File: src/hdl/epc_pkg.sv
// ----------------------------------------------------------------------------
// epc_pkg
// Shared types, constants and small helpers for the epoch-to-calendar block.
// ----------------------------------------------------------------------------
package epc_pkg;

  // Width of the shared subtract/compare unit (covers any remainder below 2^18)
  localparam int ALU_W = 18;

  // Shared multiplier operand and product widths
  localparam int MUL_A_W = 25;
  localparam int MUL_B_W = 26;
  localparam int MUL_P_W = MUL_A_W + MUL_B_W;

  localparam logic [MUL_B_W-1:0] SECS_PER_DAY  = MUL_B_W'(24 * 60 * 60);
  localparam logic [MUL_B_W-1:0] SECS_PER_HOUR = MUL_B_W'(3600);
  localparam logic [MUL_B_W-1:0] SECS_PER_MIN  = MUL_B_W'(60);

  // Reciprocals for exact quotients over the operand range:
  //   secs / 86400 = (secs >> 7) / 675, tod / 3600 = (tod >> 4) / 225,
  //   rem / 60 = (rem >> 2) / 15
  localparam logic [MUL_B_W-1:0] DAY_RECIP  = MUL_B_W'(50903317);  // ceil(2^35 / 675)
  localparam int                 DAY_SHIFT  = 35;
  localparam logic [MUL_B_W-1:0] HOUR_RECIP = MUL_B_W'(9321);      // ceil(2^21 / 225)
  localparam int                 HOUR_SHIFT = 21;
  localparam logic [MUL_B_W-1:0] MIN_RECIP  = MUL_B_W'(1093);      // ceil(2^14 / 15)
  localparam int                 MIN_SHIFT  = 14;

  localparam logic [11:0] BASE_YEAR = 12'd1970;
  // Residues of the base year for the leap rule
  localparam logic [1:0]  BASE_MOD4   = 2'(1970 % 4);
  localparam logic [6:0]  BASE_MOD100 = 7'(1970 % 100);
  localparam logic [8:0]  BASE_MOD400 = 9'(1970 % 400);
  // 1970-01-01 was a Thursday
  localparam logic [2:0]  BASE_WEEKDAY = 3'd4;

  localparam logic [3:0] LAST_MONTH = 4'd12;
  localparam logic [3:0] FEBRUARY   = 4'd2;

  typedef enum logic [3:0] {
    ST_IDLE,
    ST_DAY,
    ST_TOD,
    ST_HOUR,
    ST_HREM,
    ST_MIN,
    ST_MREM,
    ST_YEAR,
    ST_MONTH,
    ST_DONE
  } state_t;

  typedef struct packed {
    logic [ALU_W-1:0] a;
    logic [ALU_W-1:0] b;
  } alu_req_t;

  typedef struct packed {
    logic [ALU_W-1:0] diff;
    logic             ge;
  } alu_rsp_t;

  typedef struct packed {
    logic [11:0] year;
    logic [3:0]  month;
    logic [4:0]  day_of_month;
    logic [4:0]  hour;
    logic [5:0]  minute;
    logic [5:0]  second;
    logic [2:0]  weekday;
  } result_t;

  // Days in a month; February stretches to 29 in leap years
  function automatic logic [4:0] month_len(input logic [3:0] m, input logic leap);
    logic [4:0] len;
    case (m)
      FEBRUARY: len = leap ? 5'd29 : 5'd28;
      4'd4,
      4'd6,
      4'd9,
      4'd11:    len = 5'd30;
      default:  len = 5'd31;
    endcase
    return len;
  endfunction

  // Add two weekday residues, result mod 7
  function automatic logic [2:0] add_mod7(input logic [2:0] x, input logic [2:0] y);
    logic [3:0] s;
    s = {1'b0, x} + {1'b0, y};
    if (s >= 4'd7) begin
      s = s - 4'd7;
    end
    return s[2:0];
  endfunction

  // Reduce a small value (below 42) mod 7 by repeated compare and subtract
  function automatic logic [2:0] small_mod7(input logic [5:0] v);
    logic [5:0] r;
    r = v;
    for (int i = 0; i < 5; i++) begin
      if (r >= 6'd7) begin
        r = r - 6'd7;
      end
    end
    return r[2:0];
  endfunction

endpackage

File: src/hdl/epc_alu.sv
// ----------------------------------------------------------------------------
// epc_alu
// Shared subtract and compare unit used by the remainder, year and month steps of the sequencer.
// ----------------------------------------------------------------------------
module epc_alu import epc_pkg::*; (
  input  alu_req_t req,
  output alu_rsp_t rsp
);

  logic [ALU_W:0] full;

  // One wide subtract; the borrow gives the compare
  assign full     = {1'b0, req.a} - {1'b0, req.b};
  assign rsp.diff = full[ALU_W-1:0];
  assign rsp.ge   = ~full[ALU_W];

endmodule

File: src/hdl/epc_ctrl.sv
// ----------------------------------------------------------------------------
// epc_ctrl
// Sequencer and working registers: reciprocal multiplies split the second
// count into days, hours, minutes and seconds, then the year and month walks
// run through the shared subtract unit.
// ----------------------------------------------------------------------------
module epc_ctrl import epc_pkg::*; (
  input  logic        clk,
  input  logic        rst,
  input  logic        start,
  input  logic [31:0] epoch_seconds,
  input  logic        take,
  output logic        idle,
  output logic        done,
  output result_t     result
);

  state_t state, state_next;

  logic [31:0]        secs;
  logic [ALU_W-1:0]   rem;
  logic [15:0]        days;
  logic [11:0]        year;
  logic [3:0]         month;
  logic [4:0]         hour;
  logic [5:0]         minute;
  logic [1:0]         mod4;
  logic [6:0]         mod100;
  logic [8:0]         mod400;
  logic [2:0]         wd;

  alu_req_t           req;
  alu_rsp_t           rsp;
  logic [MUL_A_W-1:0] mul_a;
  logic [MUL_B_W-1:0] mul_b;
  logic [MUL_P_W-1:0] prod;
  logic               leap;
  logic [4:0]         mlen;

  epc_alu u_alu (
    .req (req),
    .rsp (rsp)
  );

  // Shared multiplier
  assign prod = {{MUL_B_W{1'b0}}, mul_a} * {{MUL_A_W{1'b0}}, mul_b};

  // Leap rule from the running residues
  assign leap = ((mod4 == 2'd0) && (mod100 != 7'd0)) || (mod400 == 9'd0);
  assign mlen = month_len(month, leap);

  // Next state
  always_comb begin
    state_next = state;
    case (state)
      ST_IDLE:  if (start) state_next = ST_DAY;
      ST_DAY:   state_next = ST_TOD;
      ST_TOD:   state_next = ST_HOUR;
      ST_HOUR:  state_next = ST_HREM;
      ST_HREM:  state_next = ST_MIN;
      ST_MIN:   state_next = ST_MREM;
      ST_MREM:  state_next = ST_YEAR;
      ST_YEAR:  if (!rsp.ge) state_next = ST_MONTH;
      ST_MONTH: if (!rsp.ge || (month == LAST_MONTH)) state_next = ST_DONE;
      ST_DONE:  if (take) state_next = ST_IDLE;
      default:  state_next = ST_IDLE;
    endcase
  end

  // Operand selection and status
  always_comb begin
    req.a = rem;
    req.b = prod[ALU_W-1:0];
    mul_a = '0;
    mul_b = '0;
    idle  = 1'b0;
    done  = 1'b0;
    case (state)
      ST_IDLE:  idle = 1'b1;
      ST_DAY: begin
        mul_a = secs[31:7];
        mul_b = DAY_RECIP;
      end
      ST_TOD: begin
        // Time of day fits in 18 bits, so the low bits of the subtract are exact
        mul_a = {{(MUL_A_W-16){1'b0}}, days};
        mul_b = SECS_PER_DAY;
        req.a = secs[ALU_W-1:0];
      end
      ST_HOUR: begin
        mul_a = {{(MUL_A_W-13){1'b0}}, rem[16:4]};
        mul_b = HOUR_RECIP;
      end
      ST_HREM: begin
        mul_a = {{(MUL_A_W-5){1'b0}}, hour};
        mul_b = SECS_PER_HOUR;
      end
      ST_MIN: begin
        mul_a = {{(MUL_A_W-10){1'b0}}, rem[11:2]};
        mul_b = MIN_RECIP;
      end
      ST_MREM: begin
        mul_a = {{(MUL_A_W-6){1'b0}}, minute};
        mul_b = SECS_PER_MIN;
      end
      ST_YEAR: begin
        req.a = {{(ALU_W-16){1'b0}}, days};
        req.b = leap ? ALU_W'(366) : ALU_W'(365);
      end
      ST_MONTH: begin
        req.a = {{(ALU_W-16){1'b0}}, days};
        req.b = {{(ALU_W-5){1'b0}}, mlen};
      end
      ST_DONE:  done = 1'b1;
      default:  idle = 1'b0;
    endcase
  end

  always_ff @(posedge clk) begin
    if (rst) begin
      state <= ST_IDLE;
    end else begin
      state <= state_next;
    end
  end

  // Working registers
  always_ff @(posedge clk) begin
    case (state)
      ST_IDLE: begin
        secs   <= epoch_seconds;
        year   <= BASE_YEAR;
        month  <= 4'd1;
        mod4   <= BASE_MOD4;
        mod100 <= BASE_MOD100;
        mod400 <= BASE_MOD400;
        wd     <= BASE_WEEKDAY;
      end
      ST_DAY:  days   <= prod[DAY_SHIFT +: 16];
      ST_TOD:  rem    <= rsp.diff;
      ST_HOUR: hour   <= prod[HOUR_SHIFT +: 5];
      ST_HREM: rem    <= rsp.diff;
      ST_MIN:  minute <= prod[MIN_SHIFT +: 6];
      ST_MREM: rem    <= rsp.diff;
      ST_YEAR: begin
        if (rsp.ge) begin
          days   <= rsp.diff[15:0];
          year   <= year + 12'd1;
          mod4   <= mod4 + 2'd1;
          mod100 <= (mod100 == 7'd99) ? 7'd0 : mod100 + 7'd1;
          mod400 <= (mod400 == 9'd399) ? 9'd0 : mod400 + 9'd1;
          // 365 mod 7 is 1, 366 mod 7 is 2
          wd     <= add_mod7(wd, leap ? 3'd2 : 3'd1);
        end
      end
      ST_MONTH: begin
        if (rsp.ge && (month != LAST_MONTH)) begin
          days  <= rsp.diff[15:0];
          month <= month + 4'd1;
          // Month lengths 28..31 leave residues 0..3
          wd    <= add_mod7(wd, mlen[2:0] - 3'd4);
        end
      end
      default: begin
      end
    endcase
  end

  // Result fields; second is what is left after the minute step
  assign result.year         = year;
  assign result.month        = month;
  assign result.day_of_month = days[4:0] + 5'd1;
  assign result.hour         = hour;
  assign result.minute       = minute;
  assign result.second       = rem[5:0];
  assign result.weekday      = small_mod7({3'd0, wd} + {1'b0, days[4:0]});

endmodule

File: src/hdl/epoch_seconds_to_calendar.sv
// Requests: one at a time; in_ready is high only while the sequencer is idle, and the
//   year walk dominates the time that each request takes.
// Stalls: a result still held in the output register keeps the sequencer waiting.
// Reset: rst (synchronous) returns the sequencer to idle and drops out_valid.
// ----------------------------------------------------------------------------
// epoch_seconds_to_calendar
// Converts unsigned seconds since 1970-01-01 00:00:00 into Gregorian date,
// time of day and weekday.
// ----------------------------------------------------------------------------
module epoch_seconds_to_calendar import epc_pkg::*; (
  input  logic        clk,
  input  logic        rst,
  input  logic        in_valid,
  output logic        in_ready,
  input  logic [31:0] epoch_seconds,
  output logic        out_valid,
  input  logic        out_ready,
  output logic [11:0] year,
  output logic [3:0]  month,
  output logic [4:0]  day_of_month,
  output logic [4:0]  hour,
  output logic [5:0]  minute,
  output logic [5:0]  second,
  output logic [2:0]  weekday
);

  logic    idle;
  logic    done;
  logic    take;
  result_t result;
  result_t hold;

  // Output register is free when empty or being drained
  assign take = ~out_valid | out_ready;

  epc_ctrl u_ctrl (
    .clk           (clk),
    .rst           (rst),
    .start         (in_valid & idle),
    .epoch_seconds (epoch_seconds),
    .take          (take),
    .idle          (idle),
    .done          (done),
    .result        (result)
  );

  assign in_ready = idle;

  // Output register
  always_ff @(posedge clk) begin
    if (rst) begin
      out_valid <= 1'b0;
    end else if (done && take) begin
      out_valid <= 1'b1;
    end else if (out_ready) begin
      out_valid <= 1'b0;
    end
  end

  always_ff @(posedge clk) begin
    if (done && take) begin
      hold <= result;
    end
  end

  assign year         = hold.year;
  assign month        = hold.month;
  assign day_of_month = hold.day_of_month;
  assign hour         = hold.hour;
  assign minute       = hold.minute;
  assign second       = hold.second;
  assign weekday      = hold.weekday;

endmodule

File: config.mk
export PLATFORM = sky130hd
export DESIGN_NAME = epoch_seconds_to_calendar
export DESIGN_NICKNAME = d
export VERILOG_FILES = /design/src/hdl/epc_pkg.sv /design/src/hdl/epc_alu.sv /design/src/hdl/epc_ctrl.sv /design/src/hdl/epoch_seconds_to_calendar.sv
export SDC_FILE = /design/constraint.sdc
export NUM_CORES = 1
export LEC_CHECK = 0
export BUFFER_PORTS_ARGS = -buffer_cell sky130_fd_sc_hd__buf_2
export CORE_ASPECT_RATIO = 0.7
export CORE_MARGIN = 8
export CORE_UTILIZATION = 59
export CTS_BUF_LIST = sky130_fd_sc_hd__clkbuf_4 sky130_fd_sc_hd__clkbuf_8 sky130_fd_sc_hd__clkbuf_16
export DETAILED_ROUTE_END_ITERATION = 16
export PLACE_DENSITY = 0.79
export SYNTH_ARGS = -nofsm -noshare
export SYNTH_HDL_FRONTEND = slang
export SYNTH_SLANG_ARGS = --single-unit
File: constraint.sdc
create_clock -name clk -period 8.7 [get_ports clk]
set_input_delay 0.87 -clock clk [delete_from_list [all_inputs] [get_ports clk]]
set_output_delay 0.87 -clock clk [all_outputs]
set_load 0.005 [all_outputs]
==> run metrics <==
status completed; RSZ-0062 raised after global routing yes; final setup margin 0.226 ns; FF+latch area 0.00476 mm2; Avg Inst Size Synth 9.91 um2; proportion of synthesized area in mux cells 0.328%; # IOs approximately 80; fin area 0.0274 mm2; flops & latches, synth 160; post-synth cell types between 80 and 90; WS Path Type reg2reg; final setup skew 0.0131 ns; fin util 67.4%; CP endpoint kind register; DRC violations left 0; max incr delay on CP 0.57 ns; worst slew pin tran 0.884 ns; largest net degree at the start of global routing between 40 and 50; share of cells above drive strength 1 13.1%; Max-cap violations 0; CTS sink count 160; Root Buffer clkbuf_16; Antenna Cells 0; Post-Synth Adder-Cell Area between 40% and 50%; worst min-delay path class reg2reg; Slew HR around two fifths; initial antenna violation count 2; CTS Buf Count 17; final worst path period share 97.4%; Critical Path RT 8.90 ns; Crit path arrival time 8.68 ns; synthesis-to-layout area growth 13.9%; DRT iter0 DRCs 2,055; clk slew on worst S/H paths 0.08 ns; endpoints failing setup 0; crit path max fanout 28; delay-heaviest family, CP adder cells; post-synth top area cell fa_1; Clock Path Buffers 2; Nets roughly 3,400; clk_lat worst skew between 0.4 and 0.5 ns; Commonest cells post-synth 567 x inv_1, 381 x fa_1, 291 x ha_1, 199 x nand2_1, 155 x edfxtp_1; first-pass GRT wire length ~120,000 um; Starting Density 59.2%; Mapped Cells 2,424; Max Clk Rate 0.118 GHz; Hold WS approximately 0.5 ns; Post-synth EDFFs between 150 and 200; CP bufs+invs 8; crit-path most repeated cell fa_1; DIE WIDTH 257 um; compound-gate portion of the synthesized area 9.40%; DRT Pass-1 Iters 6; post-DP HPWL 66,500 um; Die ar. between 0.04 and 0.05 mm2; Fillers around 3,200; Hold-fix buffers, CTS 0; asr flop ratio synth 0%; Tmin final 8.47 ns; ranking of synthesized cells by area fa_1 32%, edfxtp_1 19%, ha_1 15%, inv_1 8.9%, nand2_1 3.1%; most common cell in the synthesized netlist inv_1; area of the multi-input gates approximately 0.018 mm2; Post-Place Setup Slack -0.179 ns; # port buffers 78; Synth Cell Area around 0.024 mm2; XOR/XNOR share of the synthesized area 2.98%; Critical Path Source Type register; Die H 185 um; gr ovfl total 0; Post-DP Area roughly 0.026 mm2; CTS tree built; Avg Vias per Cell 5.73; via count 18,700; fin. max-slew vios 0; GRT Util Overall between 30% and 40%; post-detailed-routing wire length between 70,000 and 80,000 um; WL per Instance 23.8 um; GP Congestion 1.07; largest family of logic cells by synthesized area adder cells; Core Region 0.0406 mm2; final hold violations 0; Std-Cell Rows 62; synth warn 0; top-area cell type share of the netlist area between 30% and 40%; htree depth 4; sequential area share after synthesis ~20%; Synth Area in Simple Gates 10.7%; ys flop type edfxtp_1; Crit-path slowest cell fa_1; Post-DRT Antenna Nets 0; vias in the first global route 19,200
worst register-to-register path, delay by kind of cell, from the launching register on:
kind                       cells  cell delay (ns)
adders and majority gates      8             3.77
AOI/OAI and AO/OA              9             1.80
buffers and inverters          8             1.31
and+or+nand+nor                5             0.73
DFF                            1             0.34
xor gates and xnor gates       1             0.23
cell type report:
type,count,area share (%)
Multi-Input combinational cell,1742,64.2
Sequential cell,160,17.4
Inverter,567,7.78
Timing Repair Buffer,226,5.80
Tap cell,544,2.49
Clock buffer,18,1.58
Clock inverter,14,0.709
cells by family (layout without fill, tap and decap cells):
family	count (synthesis)	count (layout)
other	2	95
and+or+nand+nor	543	544
xor gates and xnor gates	79	79
muxes	7	7
DFF	160	160
buffers and inverters	616	825
adders and majority gates	672	672
AOI/OAI and AO/OA	345	345
flip-flops by register name, summed over array words and instances (netlist names), 4 cells and up:
signal / flops
u_ctrl.secs: 32
u_ctrl.rem: 18
u_ctrl.days: 16
u_ctrl.year: 12
year: 12
u_ctrl.mod400: 9
u_ctrl.mod100: 7
minute: 6
second: 6
u_ctrl.minute: 6
day_of_month: 5
hour: 5
u_ctrl.hour: 5
month: 4
u_ctrl.month: 4
u_ctrl.state: 4
per-layer routing:
layer / part of all wire [%] / GRT usage [%]
met1: 43 / 49.0
met2: 40 / 46.5
met3: 14 / 13.8
met4: 2.0 / 6.84
met5: 0.029 / 0
timing repair:
item                       CTS  global route
setup endpoints to repair    7            73
resized for setup            9            64
buffers inserted             0             2
gates cloned                 0             4
pin swaps                    0             6
cells in the final DEF (no fill, tap or decap), types with 8 or more instances in the layout:
| cell type | count |
|---|---|
| or3_1 | 9 |
| edfxtp_1 | 155 |
| o21a_1 | 13 |
| fa_1 | 380 |
| nor2b_1 | 15 |
| nor2_1 | 112 |
| a21oi_1 | 69 |
| or2_2 | 14 |
| clkbuf_16 | 18 |
| conb_1 | 95 |
| nor3_1 | 16 |
| buf_4 | 138 |
| a22oi_1 | 21 |
| nand2_1 | 196 |
| a31oi_1 | 10 |
| a21oi_2 | 9 |
| a21o_1 | 41 |
| a211oi_1 | 8 |
| inv_1 | 565 |
| nand4_1 | 8 |
| xnor2_1 | 44 |
| ha_1 | 288 |
| and2_1 | 46 |
| o21ai_0 | 74 |
| nand3_1 | 44 |
| xor2_1 | 32 |
| nand2b_1 | 18 |
| and3_1 | 16 |
| buf_2 | 79 |
per-stage QoR:
step | TNS [ns] | instances
after floorplan | 0 | 2517
after global placement | -0.0616 | 3233
after detailed placement | -0.378 | 3233
after CTS | 0 | 3265
after global routing | -0.959 | 3271
final | 0 | 3271
path summary, 6_finish.rpt:
| check | startpoint | to | slack, ns | cells past startpoint |
|---|---|---|---|---|
| worst max-delay path | u_ctrl.state[3]$_SDFFE_PP0P_ | u_ctrl.days[14]$_DFFE_PP_ | 0.23 | 31 |
| worst min-delay path | u_ctrl.year[11]$_SDFFCE_PN0P_ | year[11]$_DFFE_PP_ | 0.50 | 0 |
| worst max register to register | u_ctrl.state[3]$_SDFFE_PP0P_ | u_ctrl.days[14]$_DFFE_PP_ | 0.23 | 31 |
| worst min register to register | u_ctrl.year[11]$_SDFFCE_PN0P_ | year[11]$_DFFE_PP_ | 0.50 | 0 |
Power is not shown: default switching activity piles up to over one toggle a cycle in this logic, so the estimate is an artifact.
